===== config.mk =====
export PLATFORM = sky130hd
export DESIGN_NAME = ges_ctrl
export DESIGN_NICKNAME = d
export VERILOG_FILES = /design/src/hw/rtl/ges_pkg.sv /design/src/hw/rtl/ges_ctrl.sv
export SDC_FILE = /design/constraint.sdc
export NUM_CORES = 1
export LEC_CHECK = 0
export BUFFER_PORTS_ARGS = -buffer_cell sky130_fd_sc_hd__buf_2
export CAP_MARGIN = 15
export CORE_MARGIN = 1.5
export CORE_UTILIZATION = 64
export DETAILED_ROUTE_END_ITERATION = 7
export PLACE_DENSITY = 0.87
export SLEW_MARGIN = 20
export SYNTH_ARGS = -nofsm -noshare
export SYNTH_HDL_FRONTEND = slang
export SYNTH_SLANG_ARGS = --single-unit

===== constraint.sdc =====
create_clock -name clk_i -period 8.1 [get_ports clk_i]
set_input_delay 0.405 -clock clk_i [delete_from_list [all_inputs] [get_ports clk_i]]
set_output_delay 0.405 -clock clk_i [all_outputs]
set_load 0.005 [all_outputs]

===== src/hw/rtl/ges_pkg.sv =====
`default_nettype none
package ges_pkg;

  localparam int MAX_UNKNOWNS = 8;
  localparam int COLS         = MAX_UNKNOWNS + 1;
  localparam int STORE_DEPTH  = MAX_UNKNOWNS * COLS;
  localparam int ROW_W        = $clog2(MAX_UNKNOWNS);
  localparam int CNT_W        = $clog2(MAX_UNKNOWNS + 2);
  localparam int ADDR_W       = $clog2(STORE_DEPTH);
  localparam int POS_W        = $clog2(STORE_DEPTH + 1);
  localparam int DATA_W       = 32;
  localparam int FRAC_BITS    = 16;
  localparam int DIV_W        = DATA_W + FRAC_BITS;
  localparam int DIV_STEPS    = DIV_W;
  localparam int DIV_CNT_W    = $clog2(DIV_STEPS);
  localparam int CFG_W        = 4;
  localparam int IDX_W        = 3;
  localparam int RESET_ROWS   = 8;
  localparam logic [DATA_W-1:0] ONE_Q16 = DATA_W'(1) << FRAC_BITS;

  typedef enum logic [1:0] {
    WR_RD   = 2'd0,
    WR_HOLD = 2'd1,
    WR_DIV  = 2'd2,
    WR_SUB  = 2'd3
  } wr_sel_e;

  typedef struct packed {
    logic             load;
    logic             rd_en;
    logic             wr_en;
    wr_sel_e          wr_sel;
    logic [CNT_W-1:0] row;
    logic [CNT_W-1:0] col;
    logic             ld_hold;
    logic             ld_pivot;
    logic             ld_factor;
    logic             ld_acc;
    logic             acc_sub;
    logic             div_start;
    logic             mul_en;
    logic             mul_bs;
    logic             sol_wr;
    logic             sol_rd;
    logic [ROW_W-1:0] sol_idx;
    logic             out_load;
    logic             out_sing;
    logic             out_last;
  } ges_cmd_t;

  typedef struct packed {
    logic             rd_zero;
    logic             rd_one;
    logic             div_done;
    logic             out_xfer;
    logic             out_last;
    logic [CNT_W-1:0] n;
  } ges_stat_t;

endpackage
`default_nettype wire


===== src/hw/rtl/ges_ctrl.sv =====
`default_nettype none
module ges_ctrl
  import ges_pkg::*;
(
  input  wire logic      clk_i,
  input  wire logic      rst_ni,
  input  wire logic      in_valid_i,
  input  wire logic      last_entry_i,
  output logic           in_stall_o,
  input  wire ges_stat_t stat_i,
  output ges_cmd_t       cmd_o
);

  typedef enum logic [25:0] {
    S_IDLE      = 26'h0000001,
    S_ITOP      = 26'h0000002,
    S_PIV_CHK   = 26'h0000004,
    S_SRCH_TEST = 26'h0000008,
    S_SRCH_CHK  = 26'h0000010,
    S_SWP_RDA   = 26'h0000020,
    S_SWP_RDB   = 26'h0000040,
    S_SWP_WR    = 26'h0000080,
    S_SWP_WR2   = 26'h0000100,
    S_NORM_RD   = 26'h0000200,
    S_NORM_DIV  = 26'h0000400,
    S_NORM_WAIT = 26'h0000800,
    S_ELIM_NEXT = 26'h0001000,
    S_ELIM_FCHK = 26'h0002000,
    S_ELIM_RDP  = 26'h0004000,
    S_ELIM_MUL  = 26'h0008000,
    S_ELIM_WR   = 26'h0010000,
    S_BS_TOP    = 26'h0020000,
    S_BS_ACC    = 26'h0040000,
    S_BS_JT     = 26'h0080000,
    S_BS_MUL    = 26'h0100000,
    S_BS_SUB    = 26'h0200000,
    S_OUT_RD    = 26'h0400000,
    S_OUT_LD    = 26'h0800000,
    S_OUT_WAIT  = 26'h1000000,
    S_SING      = 26'h2000000
  } state_e;

  state_e           state_q, state_d;
  logic [CNT_W-1:0] i_q, i_d, j_q, j_d, z_q, z_d;
  logic [CNT_W-1:0] n;

  assign n = stat_i.n;

  always_comb begin
    state_d = state_q;
    i_d     = i_q;
    j_d     = j_q;
    z_d     = z_q;
    cmd_o   = '0;
    cmd_o.wr_sel = WR_RD;
    unique case (state_q)
      S_IDLE: begin
        cmd_o.load = in_valid_i;
        if (in_valid_i && last_entry_i) begin
          i_d     = '0;
          state_d = S_ITOP;
        end
      end
      S_ITOP: begin
        if (i_q < n) begin
          cmd_o.rd_en = 1'b1;
          cmd_o.row   = i_q;
          cmd_o.col   = i_q;
          state_d     = S_PIV_CHK;
        end else begin
          state_d = S_BS_TOP;
        end
      end
      S_PIV_CHK: begin
        if (stat_i.rd_one) begin
          z_d     = i_q + 1'b1;
          state_d = S_ELIM_NEXT;
        end else if (stat_i.rd_zero) begin
          z_d     = i_q + 1'b1;
          state_d = S_SRCH_TEST;
        end else begin
          cmd_o.ld_pivot = 1'b1;
          j_d     = '0;
          state_d = S_NORM_RD;
        end
      end
      S_SRCH_TEST: begin
        if (z_q < n) begin
          cmd_o.rd_en = 1'b1;
          cmd_o.row   = z_q;
          cmd_o.col   = i_q;
          state_d     = S_SRCH_CHK;
        end else begin
          state_d = S_SING;
        end
      end
      S_SRCH_CHK: begin
        if (!stat_i.rd_zero) begin
          j_d     = '0;
          state_d = S_SWP_RDA;
        end else begin
          z_d     = z_q + 1'b1;
          state_d = S_SRCH_TEST;
        end
      end
      S_SWP_RDA: begin
        if (j_q <= n) begin
          cmd_o.rd_en = 1'b1;
          cmd_o.row   = i_q;
          cmd_o.col   = j_q;
          state_d     = S_SWP_RDB;
        end else begin
          state_d = S_ITOP;
        end
      end
      S_SWP_RDB: begin
        cmd_o.ld_hold = 1'b1;
        cmd_o.rd_en   = 1'b1;
        cmd_o.row     = z_q;
        cmd_o.col     = j_q;
        state_d       = S_SWP_WR;
      end
      S_SWP_WR: begin
        cmd_o.wr_en  = 1'b1;
        cmd_o.wr_sel = WR_RD;
        cmd_o.row    = i_q;
        cmd_o.col    = j_q;
        state_d      = S_SWP_WR2;
      end
      S_SWP_WR2: begin
        cmd_o.wr_en  = 1'b1;
        cmd_o.wr_sel = WR_HOLD;
        cmd_o.row    = z_q;
        cmd_o.col    = j_q;
        j_d          = j_q + 1'b1;
        state_d      = S_SWP_RDA;
      end
      S_NORM_RD: begin
        if (j_q <= n) begin
          cmd_o.rd_en = 1'b1;
          cmd_o.row   = i_q;
          cmd_o.col   = j_q;
          state_d     = S_NORM_DIV;
        end else begin
          z_d     = i_q + 1'b1;
          state_d = S_ELIM_NEXT;
        end
      end
      S_NORM_DIV: begin
        cmd_o.div_start = 1'b1;
        state_d         = S_NORM_WAIT;
      end
      S_NORM_WAIT: begin
        if (stat_i.div_done) begin
          cmd_o.wr_en  = 1'b1;
          cmd_o.wr_sel = WR_DIV;
          cmd_o.row    = i_q;
          cmd_o.col    = j_q;
          j_d          = j_q + 1'b1;
          state_d      = S_NORM_RD;
        end
      end
      S_ELIM_NEXT: begin
        if (z_q < n) begin
          cmd_o.rd_en = 1'b1;
          cmd_o.row   = z_q;
          cmd_o.col   = i_q;
          state_d     = S_ELIM_FCHK;
        end else begin
          i_d     = i_q + 1'b1;
          state_d = S_ITOP;
        end
      end
      S_ELIM_FCHK: begin
        if (!stat_i.rd_zero) begin
          cmd_o.ld_factor = 1'b1;
          j_d     = '0;
          state_d = S_ELIM_RDP;
        end else begin
          z_d     = z_q + 1'b1;
          state_d = S_ELIM_NEXT;
        end
      end
      S_ELIM_RDP: begin
        if (j_q <= n) begin
          cmd_o.rd_en = 1'b1;
          cmd_o.row   = i_q;
          cmd_o.col   = j_q;
          state_d     = S_ELIM_MUL;
        end else begin
          z_d     = z_q + 1'b1;
          state_d = S_ELIM_NEXT;
        end
      end
      S_ELIM_MUL: begin
        cmd_o.mul_en = 1'b1;
        cmd_o.rd_en  = 1'b1;
        cmd_o.row    = z_q;
        cmd_o.col    = j_q;
        state_d      = S_ELIM_WR;
      end
      S_ELIM_WR: begin
        cmd_o.wr_en  = 1'b1;
        cmd_o.wr_sel = WR_SUB;
        cmd_o.row    = z_q;
        cmd_o.col    = j_q;
        j_d          = j_q + 1'b1;
        state_d      = S_ELIM_RDP;
      end
      S_BS_TOP: begin
        if (i_q != '0) begin
          cmd_o.rd_en = 1'b1;
          cmd_o.row   = i_q - 1'b1;
          cmd_o.col   = n;
          i_d         = i_q - 1'b1;
          state_d     = S_BS_ACC;
        end else begin
          z_d     = '0;
          state_d = S_OUT_RD;
        end
      end
      S_BS_ACC: begin
        cmd_o.ld_acc = 1'b1;
        j_d          = n - 1'b1;
        state_d      = S_BS_JT;
      end
      S_BS_JT: begin
        if (j_q > i_q) begin
          cmd_o.rd_en   = 1'b1;
          cmd_o.row     = i_q;
          cmd_o.col     = j_q;
          cmd_o.sol_rd  = 1'b1;
          cmd_o.sol_idx = ROW_W'(j_q);
          state_d       = S_BS_MUL;
        end else begin
          cmd_o.sol_wr  = 1'b1;
          cmd_o.sol_idx = ROW_W'(i_q);
          state_d       = S_BS_TOP;
        end
      end
      S_BS_MUL: begin
        cmd_o.mul_en = 1'b1;
        cmd_o.mul_bs = 1'b1;
        state_d      = S_BS_SUB;
      end
      S_BS_SUB: begin
        cmd_o.acc_sub = 1'b1;
        j_d           = j_q - 1'b1;
        state_d       = S_BS_JT;
      end
      S_OUT_RD: begin
        cmd_o.sol_rd  = 1'b1;
        cmd_o.sol_idx = ROW_W'(z_q);
        state_d       = S_OUT_LD;
      end
      S_OUT_LD: begin
        cmd_o.out_load = 1'b1;
        cmd_o.sol_idx  = ROW_W'(z_q);
        cmd_o.out_last = ((z_q + 1'b1) == n);
        state_d        = S_OUT_WAIT;
      end
      S_OUT_WAIT: begin
        if (stat_i.out_xfer) begin
          if (stat_i.out_last) begin
            state_d = S_IDLE;
          end else begin
            z_d     = z_q + 1'b1;
            state_d = S_OUT_RD;
          end
        end
      end
      S_SING: begin
        cmd_o.out_load = 1'b1;
        cmd_o.out_sing = 1'b1;
        state_d        = S_OUT_WAIT;
      end
      default: begin
        state_d = S_IDLE;
      end
    endcase
  end

  always_ff @(posedge clk_i or negedge rst_ni) begin
    if (!rst_ni) begin
      state_q <= S_IDLE;
      i_q     <= '0;
      j_q     <= '0;
      z_q     <= '0;
    end else begin
      state_q <= state_d;
      i_q     <= i_d;
      j_q     <= j_d;
      z_q     <= z_d;
    end
  end

  assign in_stall_o = (state_q != S_IDLE);

endmodule
`default_nettype wire


==> out/metrics.yaml, run 1 <==
finish:
  area_growth_pct: 12.1
  layout-drive-gt1-share: 0.189
  final_util: 0.741
  fin_cells: 503
  final_area_um2: 3760
  diodes: 0
  fillCellCount: 408
  num-nets-final: 467
die:
  die_height_um: 75.4
  start_util: 0.661
  row_count: 26
  core_area_um2: 5070
  io_pins: 43
  chipWidth_um: 75.4
  dieArea_um2: 5690
clock_tree:
  clock-sinks: 38
  worstSkewPairLatency_ns: 0.30
  cts_tree: "built"
  cts_made_buffers: 5
  cts.hold.buffers_added: 0
  htree_levels: 2
  cts_setup_buffers: 0
  cts_resized: 0
  root_buffer: "clkbuf_8"
  cts_buffer_depth: 2
  clk_pin_slew_ns: 0.08
sta:
  slew_viol_final: 0
  max_slew_margin: 0.333
  hold_viol_final: 0
  setup_violations: 0
  fin_tns_setup_ns: 0
  fin_worst_skew_ns: 0.00631
  rsz0062_at_grt: "no"
  timing.fmax_mhz: 270
  post-route-period-util: 0.458
  worst-slew-pin-transition_ns: 0.992
  period_minus_slack_ns: 3.71
global_routing:
  grt_pass1_wl_um: 16200
  grt_start_max_net_pins: 39
  grt_usage: 0.384
  grt_pass1_vias: 3209
  grt_overflow_total: 0
  antenna_found_initial: 0
route:
  drtAntennaViolNets: 0
  wirelength_um: 10200
  drt_iter0_markers: 392
  routedWlPerCell_um: 20.2
  vias_per_cell: 6.94
  first_pass_iters: 6
  vias: 3492
  drc: 0
synth:
  ys_seq_area_frac: 0.284
  synth_top_cell_by_area: "dfrtp_1"
  async_reset_ff_frac: 1.00
  ys_seq_elements: 38
  synth_fp_nets: 425
  syn_area_um2: 3360
  synth.avg_cell_area_um2: 8.60
  yosysTopAreaCellShare: 0.276
  postSynthCellCount: 390
  synth_cell_types: 66
  synthTopCellsByArea: "dfrtp_1 (28%), ha_1 (7.8%), nor3_1 (3.7%), nor2_1 (3.6%), inv_1 (3.5%)"
  synth_warnings: 0
  synth_edf_count: 0
  synthFlopType: "dfrtp_1"
critical_path:
  critPathBufInv: 0
  crit_fanout: 10
  cpMaxStageDelayCell: "nor3_1"
  path_delay_family: "simple AND/OR/NAND/NOR gates"
  max_stage_delay_ns: 0.86
  worst_setup_path_end_kind: "flip-flop"
  required_ns: 8.32
  path_class: "reg2reg"
  start_kind: "flip-flop"
  crit_chain: "nor4_4, nand3_4, nor3_1, ha_1, a21o_1, a21o_1, or4_1, o21ai_0, a22oi_1, o21ai_0"
  crit_arrival_ns: 3.93
power:
  power.total_uw: 844
  p_leak_nw: 1.89
  ir_worst_vdd_uv: 144
  powerDensity_nw_per_um2: 225
placement:
  port_buffers: 42
  placed_cells: 495
  place_congestion: 0.980
  hpwl_um: 7610
  dpl-instance-area_um2: 3620
run_status:
  outcome: "complete, no violations"
job:
  drv_cap: 0
worst_hold_path:
  hold_path_class: "in2async"
registers in the layout (all words and copies together) (netlist names):
| name | cells |
|---|---|
| state_q | 26 |
| i_q | 4 |
| j_q | 4 |
| z_q | 4 |
kinds of logic (layout without fill, tap and decap cells):
kind of cell	after synthesis	in the layout	share of synthesized area
buffers and inverters	39	82	0.0474
DFF	38	38	0.284
xor gates and xnor gates	13	13	0.0339
muxes	4	4	0.0130
AOI/OAI and AO/OA	85	85	0.185
and+or+nand+nor	189	189	0.353
adders and majority gates	22	22	0.0843
Yosys cell counts (all sizes together) (4+ instances only):
cell    instances
dfrtp          37
nor2           33
inv            31
nand2          27
nor3           26
ha             21
a21oi          17
nor4           14
o21ai          13
nor2b          12
nand3          10
a221o           9
nand2b          9
nand4           9
nand4b          8
o22ai           8
or2             8
a21o            7
and3            7
nor4b           7
xnor2           7
or4             6
xor2            6
clkbuf          5
and2            4
o221ai          4
worst register-to-register path, delay by kind of cell (launching register included):
kind | cells | cell delay [ns]
compound gates | 5 | 0.72
fa+ha+maj | 1 | 0.37
flops | 1 | 0.48
simple gates | 4 | 2.06
cells in the final DEF, fill, tap and decap left out, types with 12 or more instances in the layout:
master,instances
a21oi_1,17
buf_2,42
dfrtp_1,37
ha_1,21
inv_1,31
nand2_1,25
nor2_1,32
nor2b_1,12
nor3_1,25
o21ai_0,12
final cells by class:
cell class                      instances  area (µm²)  area share
Clock buffer                            6        82.6      0.0220
Clock inverter                          2        60.1      0.0160
Inverter                               31         116      0.0309
Multi-Input combinational cell        313        2240       0.597
Sequential cell                        38         952       0.253
Tap cell                               70        87.6      0.0233
Timing Repair Buffer                   43         218      0.0579
path summary, 6_finish.rpt:
kind / start / to / slack [ns] / cells past startpoint
worst min-delay path: rst_ni / state_q[10]$_DFFE_PN0P_ / 0.23 / 1
min in group clk_i: stat_i[4] / state_q[0]$_DFFE_PN1P_ / 0.36 / 3
worst min register to register: z_q[3]$_DFFE_PN0P_ / z_q[3]$_DFFE_PN0P_ / 0.64 / 1
max in group asynchronous: rst_ni / state_q[14]$_DFFE_PN0P_ / 7.29 / 1
worst max register to register: state_q[19]$_DFFE_PN0P_ / j_q[3]$_DFFE_PN0P_ / 4.39 / 10
worst max-delay path: state_q[19]$_DFFE_PN0P_ / j_q[3]$_DFFE_PN0P_ / 4.39 / 10
power by group:
part / total (mW) / internal, mW / switching, mW
clock network: 0.206 / 0.131 / 0.0743
registers: 0.263 / 0.218 / 0.0457
logic: 0.375 / 0.144 / 0.232
metal layers:
metal / part of all wire / global-route usage
met5: 0 / 0
met1: 0.38 / 0.494
met4: 0.052 / 0.202
met3: 0.10 / 0.0860
met2: 0.46 / 0.605
per-stage QoR:
stage          setup slack, ns  hold WS (ns)
2_1_floorplan             4.87         0.109
3_3_place_gp              4.67         0.560
3_5_place_dp              4.53         0.576
4_1_cts                   4.43         0.254
5_1_grt                   4.13         0.301
6_report                  4.39         0.234
Note: power is estimated with default switching activity, not from simulation.
==> run 2: changes to the inputs <==
CORE_UTILIZATION = 59   (was 64)
PLACE_DENSITY = 0.81   (was 0.87)
clock period = 3.9 ns   (was 8.1 ns; I/O delays follow)
==> run 2 against run 1 <==
Non-clock buffer count increased by 6. Utilization decreased by 5.9 points. Flip-flop and latch count unchanged. Register-to-register slack got worse by 3.6 ns. Highest routed layer unchanged.
==> out/metrics.yaml, run 2 (synthesis gave the netlist of run 1 again) <==
global_routing:
  met3_usage: 0.0640  # -0.0220
  grt_start_max_net_pins: 39  # unchanged
  antenna_found_initial: 0  # unchanged
  grt_pass1_wl_um: 16600  # +2.2%
  grt_usage: 0.350  # -0.0342
  grt_overflow_total: 0  # unchanged
  global_route.usage.met1: 0.450  # -0.0440
  grt_pass1_vias: 3271  # +1.9%
  busiest_layer: "met2"
  grt_use_met2: 0.584  # -0.0209
placement:
  hpwl_um: 8040  # +5.7%
  port_buffers: 42  # unchanged
  place_congestion: 1.03  # +4.8%
  placed_cells: 503  # +1.6%
sta:
  setup_violations: 0  # unchanged
  slew_viol_final: 0  # unchanged
  fin_worst_skew_ns: 0.0115  # +0.00515 ns
  max_slew_margin: 0.391  # +0.0575
  post-route-period-util: 0.856
  timing.fmax_mhz: 299
  rsz0062_at_grt: "no"
  period_minus_slack_ns: 3.34
  hold_viol_final: 0  # unchanged
  worst-slew-pin-transition_ns: 0.914  # -0.0786 ns
  fin_tns_setup_ns: 0  # unchanged
critical_path:
  worst_setup_path_end_kind: "primary output"
  r2r-start: "state_q[19]$_DFFE_PN0P_"
  reg2reg_to: "j_q[3]$_DFFE_PN0P_"
  path_class: "reg2out"
  reg2regPathDepth: 11  # +1
  crit_arrival_ns: 3.15  # -0.78 ns
  start_kind: "flip-flop"
  reg2reg_slack_ns: 0.77  # -3.62 ns
  crit_fanout: 9  # -1
  required_ns: 3.70  # -4.62 ns
power:
  p_switching_uw: 729  # +110%
  p_clk_frac: 0.178  # -0.066
  power.total_mw: 1.63  # +93%
  power_frac_comb: 0.484  # +0.040
  ir_worst_vdd_uv: 354  # +150%
  p_seq_frac: 0.338  # +0.026
  p_leak_nw: 1.90  # +0.49%
  sw_frac_of_total: 0.447  # +0.0308
  intPower_uw: 900  # +83%
  powerDensity_nw_per_um2: 433  # +93%
die:
  start_util: 0.609  # -0.0518
  dieArea_um2: 6150  # +8.1%
  chipWidth_um: 78.4  # +4.0%
  row_count: 27  # +3.8%
  die_height_um: 78.4  # +4.0%
  core_area_um2: 5510  # +8.5%
  io_pins: 43  # unchanged
clock_tree:
  root_buffer: "clkbuf_8"
  cts_setup_buffers: 0  # unchanged
  clk_pin_slew_ns: 0.08  # about the same
  htree_levels: 2  # unchanged
  worstSkewPairLatency_ns: 0.30  # about the same
  cts_buffer_depth: 2  # unchanged
  cts_resized: 0  # unchanged
  cts.hold.buffers_added: 0  # unchanged
  cts_tree: "built"
  cts_made_buffers: 5  # unchanged
  clock-sinks: 38  # unchanged
route:
  routedWlPerCell_um: 20.1  # -0.64%
  vias_per_cell: 6.77  # -2.4%
  drt_iter0_markers: 380  # -3.1%
  drtAntennaViolNets: 0  # unchanged
  first_pass_iters: 6  # unchanged
  wirelength_um: 10300  # +0.94%
  drc: 0  # unchanged
  vias: 3462  # -0.86%
finish:
  largest_reg_flops: 26  # unchanged
  layout-drive-gt1-share: 0.198  # +0.00880
  fillCellCount: 467  # +14%
  fin_cells: 511  # +1.6%
  regMostFlops: "state_q"
  area_growth_pct: 12.0  # about the same
  final_cell_mix: "buf_2 (42), dfrtp_1 (37), nor2_1 (32)"
  num-nets-final: 473  # +1.3%
  diodes: 0  # unchanged
  layout_commonest_cell: "buf_2"
worst_hold_path:
  hold_path_class: "in2async"
job:
  drv_cap: 0  # unchanged
run_status:
  outcome: "complete, no violations"
==> run 2: critical path: stages (launching register included) <==
cell,delay (ns)
dfrtp_1,0.47
nor4_4,0.56
nand4_2,0.36
nor3_2,0.49
inv_1,0.20
a21o_1,0.24
nand3b_1,0.22
a221o_1,0.19
buf_2,0.11
==> run 2: cell type report <==
class	count	area [µm²]	share of cell area
Multi-Input combinational cell	313	2240	0.597
Sequential cell	38	952	0.253
Timing Repair Buffer	49	263	0.0699
Inverter	31	116	0.0310
Tap cell	72	90.1	0.0240
Clock buffer	7	86.3	0.0230
Clock inverter	1	5.00	0.00133
==> run 2: power by group through the flow <==
stage | logic (mW) | clock network (mW) | registers (mW)
after detailed placement | 0.771 | 0 | 0.555
after global routing | 0.865 | 0.309 | 0.559
after CTS | 0.776 | 0.290 | 0.547
final | 0.789 | 0.290 | 0.550
after floorplan | 0.565 | 0 | 0.522
after global placement | 0.743 | 0 | 0.552
==> run 2: per-layer routing <==
metal | vias up | share of wire
met5 | - | 0
met2 | 181 | 0.48
li1 | 1574 | -
met3 | 40 | 0.073
met1 | 1667 | 0.41
met4 | 0 | 0.037
==> run 2: how the worst max path moves through the flow <==
stage | start | cells after the start | endpoint
4_1_cts | state_q[8]$_DFFE_PN0P_ | 8 | cmd_o[21]
3_3_place_gp | state_q[19]$_DFFE_PN0P_ | 11 | j_q[3]$_DFFE_PN0P_
2_1_floorplan | state_q[19]$_DFFE_PN0P_ | 11 | j_q[3]$_DFFE_PN0P_
5_1_grt | state_q[8]$_DFFE_PN0P_ | 8 | cmd_o[22]
6_report | state_q[8]$_DFFE_PN0P_ | 8 | cmd_o[21]
3_5_place_dp | state_q[19]$_DFFE_PN0P_ | 11 | j_q[3]$_DFFE_PN0P_
==> run 2: through the flow <==
| step | setup slack, ns | hold slack (ns) | cell area, µm² | utilization |
|---|---|---|---|---|
| final | 0.560 | 0.0288 | 3760 | 0.682 |
| after global routing | 0.368 | 0.102 | 3760 | 0.682 |
| after CTS | 0.625 | 0.0495 | 3760 | 0.682 |
| after detailed placement | 0.812 | 0.364 | 3670 | 0.666 |
| after global placement | 0.918 | 0.367 | 3670 | 0.666 |
| after floorplan | 0.665 | -0.101 | 3360 | - |
==> run 3: changes to the inputs <==
HOLD_SLACK_MARGIN = 0.06   (was unset)
==> run 3 against run 2 <==
Flip-flop and latch count unchanged. Via count about the same. Routed wire length increased by 0.41%. Hold slack improved by 0.12 ns. Clock skew decreased by 0.0014 ns. Largest cell class unchanged. Highest routed layer unchanged. Sequential share of layout area decreased by 0.067 points.
==> out/metrics.yaml, run 3 (synthesis gave the netlist of run 1 again) <==
run_status:
  outcome: "complete, no violations"
sta:
  rsz0062_at_grt: "no"
  fin_worst_skew_ns: 0.0101  # -0.00140 ns
  hold_viol_final: 0  # unchanged
  period_minus_slack_ns: 3.35  # +0.00548 ns
  timing.fmax_mhz: 299  # -0.16%
  post-route-period-util: 0.858  # +0.00141
  setup_violations: 0  # unchanged
  worst-slew-pin-transition_ns: 0.914  # +0.0000817 ns
  max_slew_margin: 0.391  # about the same
  fin_tns_setup_ns: 0  # unchanged
  slew_viol_final: 0  # unchanged
  whs_ns: 0.146  # +0.117 ns
  finalWorstSetupSlack_ns: 0.554  # -0.00548 ns
power:
  ir_worst_vdd_uv: 349  # -1.3%
  p_clk_frac: 0.178  # about the same
  intPower_uw: 901  # about the same
  power.total_mw: 1.63  # +0.18%
  p_leak_nw: 1.91  # +0.22%
  powerDensity_nw_per_um2: 433  # about the same
  power_frac_comb: 0.484  # about the same
  p_seq_frac: 0.338  # about the same
  sw_frac_of_total: 0.448  # +0.000542
  p_switching_uw: 731  # +0.30%
finish:
  area_growth_pct: 12.3
  fin_cells: 512  # +0.20%
  final_area_um2: 3770  # +0.27%
  num-nets-final: 474  # +0.21%
  fillCellCount: 466  # -0.21%
  largest_reg_flops: 26  # unchanged
  diodes: 0  # unchanged
  final_util: 0.684  # +0.00182
  final_cell_mix: "buf_2 (42), dfrtp_1 (37), nor2_1 (32)"
  layout_commonest_cell: "buf_2"
  layout-drive-gt1-share: 0.198  # -0.000450
  regMostFlops: "state_q"
route:
  first_pass_iters: 5  # -1
  drt_iter0_markers: 351  # -7.6%
  drtAntennaViolNets: 0  # unchanged
  vias: 3461  # -0.029%
  routedWlPerCell_um: 20.2  # +0.21%
  drc: 0  # unchanged
  vias_per_cell: 6.76  # -0.22%
  wirelength_um: 10300  # +0.41%
critical_path:
  reg2reg_slack_ns: 0.76  # about the same
  path_class: "reg2out"
  critPathBufInv: 2  # unchanged
  start_kind: "flip-flop"
  worst_setup_path_end_kind: "primary output"
  path_delay_family: "simple AND/OR/NAND/NOR gates"
  crit_fanout: 9  # unchanged
  r2r-start: "state_q[19]$_DFFE_PN0P_"
  reg2regPathDepth: 11  # unchanged
  max_stage_delay_ns: 0.56  # about the same
  crit_arrival_ns: 3.15  # about the same
  crit_chain: "nor4_4, nand4_2, nor3_2, inv_1, a21o_1, nand3b_1, a221o_1, buf_2"
  reg2reg_to: "j_q[3]$_DFFE_PN0P_"
  cpMaxStageDelayCell: "nor4_4"
  required_ns: 3.70  # about the same
die:
  start_util: 0.609  # unchanged
  die_height_um: 78.4  # unchanged
  io_pins: 43  # unchanged
  row_count: 27  # unchanged
  chipWidth_um: 78.4  # unchanged
  core_area_um2: 5510  # unchanged
  dieArea_um2: 6150  # unchanged
worst_hold_path:
  min_to: "state_q[0]$_DFFE_PN1P_"
  whs_path_depth: 3
  hp-start: "stat_i[4]"
  hold_path_class: "in2reg"
placement:
  place_congestion: 1.03  # unchanged
  port_buffers: 42  # unchanged
  hpwl_um: 8040  # unchanged
  pre_cts_ws_ns: 0.812  # unchanged
  dpl-instance-area_um2: 3670  # unchanged
  placed_cells: 503  # unchanged
global_routing:
  grt_pass1_vias: 3271  # unchanged
  antenna_found_initial: 0  # unchanged
  grt_start_max_net_pins: 39  # unchanged
  grt_overflow_total: 0  # unchanged
  grt_pass1_wl_um: 16600  # unchanged
  grt_usage: 0.350  # unchanged
clock_tree:
  htree_levels: 2  # unchanged
  clock-sinks: 38  # unchanged
  cts_made_buffers: 5  # unchanged
  cts_setup_buffers: 0  # unchanged
  root_buffer: "clkbuf_8"
  clk_pin_slew_ns: 0.08  # about the same
  worstSkewPairLatency_ns: 0.30  # about the same
  cts_buffer_depth: 2  # unchanged
  cts_resized: 0  # unchanged
  cts_tree: "built"
  cts.hold.buffers_added: 1  # +1
job:
  drv_cap: 0  # unchanged
[run 3: cell count changes in the layout (fill, tap and decap cells not counted), sizes merged]
| cell | change |
|---|---|
| dlygate4sd3 | +1 |
[run 3: worst max-delay path by stage]
stage,endpoint,startpoint,cells after the start
after detailed placement,j_q[3]$_DFFE_PN0P_,state_q[19]$_DFFE_PN0P_,11
after floorplan,j_q[3]$_DFFE_PN0P_,state_q[19]$_DFFE_PN0P_,11
final,cmd_o[21],state_q[8]$_DFFE_PN0P_,8
after global placement,j_q[3]$_DFFE_PN0P_,state_q[19]$_DFFE_PN0P_,11
after global routing,cmd_o[22],state_q[8]$_DFFE_PN0P_,8
after CTS,cmd_o[21],state_q[8]$_DFFE_PN0P_,8
[run 3: per-layer routing]
| layer | share of wire | track usage | vias up |
|---|---|---|---|
| met3 | 0.069 | 0.0640 | 40 |
| met2 | 0.48 | 0.584 | 168 |
| li1 | - | - | 1583 |
| met1 | 0.42 | 0.450 | 1670 |
| met5 | 0 | 0 | - |
| met4 | 0.038 | 0.134 | 0 |
[run 3: worst reg2reg max path, delay by kind of cell (launching register included)]
kind	cells	cell delay, ns
AOI/OAI and AO/OA	5	0.71
and+or+nand+nor	4	1.45
DFF	1	0.48
buffers and inverters	1	0.19
adders and majority gates	1	0.24
[run 3: cell type report]
cell class                      count  area, µm²  area share
Clock buffer                        7       86.3      0.0229
Sequential cell                    38        952       0.253
Multi-Input combinational cell    313       2240       0.596
Clock inverter                      1       5.00     0.00133
Tap cell                           72       90.1      0.0239
Inverter                           31        116      0.0309
Timing Repair Buffer               50        273      0.0724
[run 3: power by group through the flow]
stage | Clock (mW) | Sequential (mW) | Combinational (mW)
after floorplan | 0 | 0.522 | 0.565
after global placement | 0 | 0.552 | 0.743
after detailed placement | 0 | 0.555 | 0.771
after CTS | 0.290 | 0.547 | 0.777
after global routing | 0.309 | 0.559 | 0.866
final | 0.290 | 0.551 | 0.790
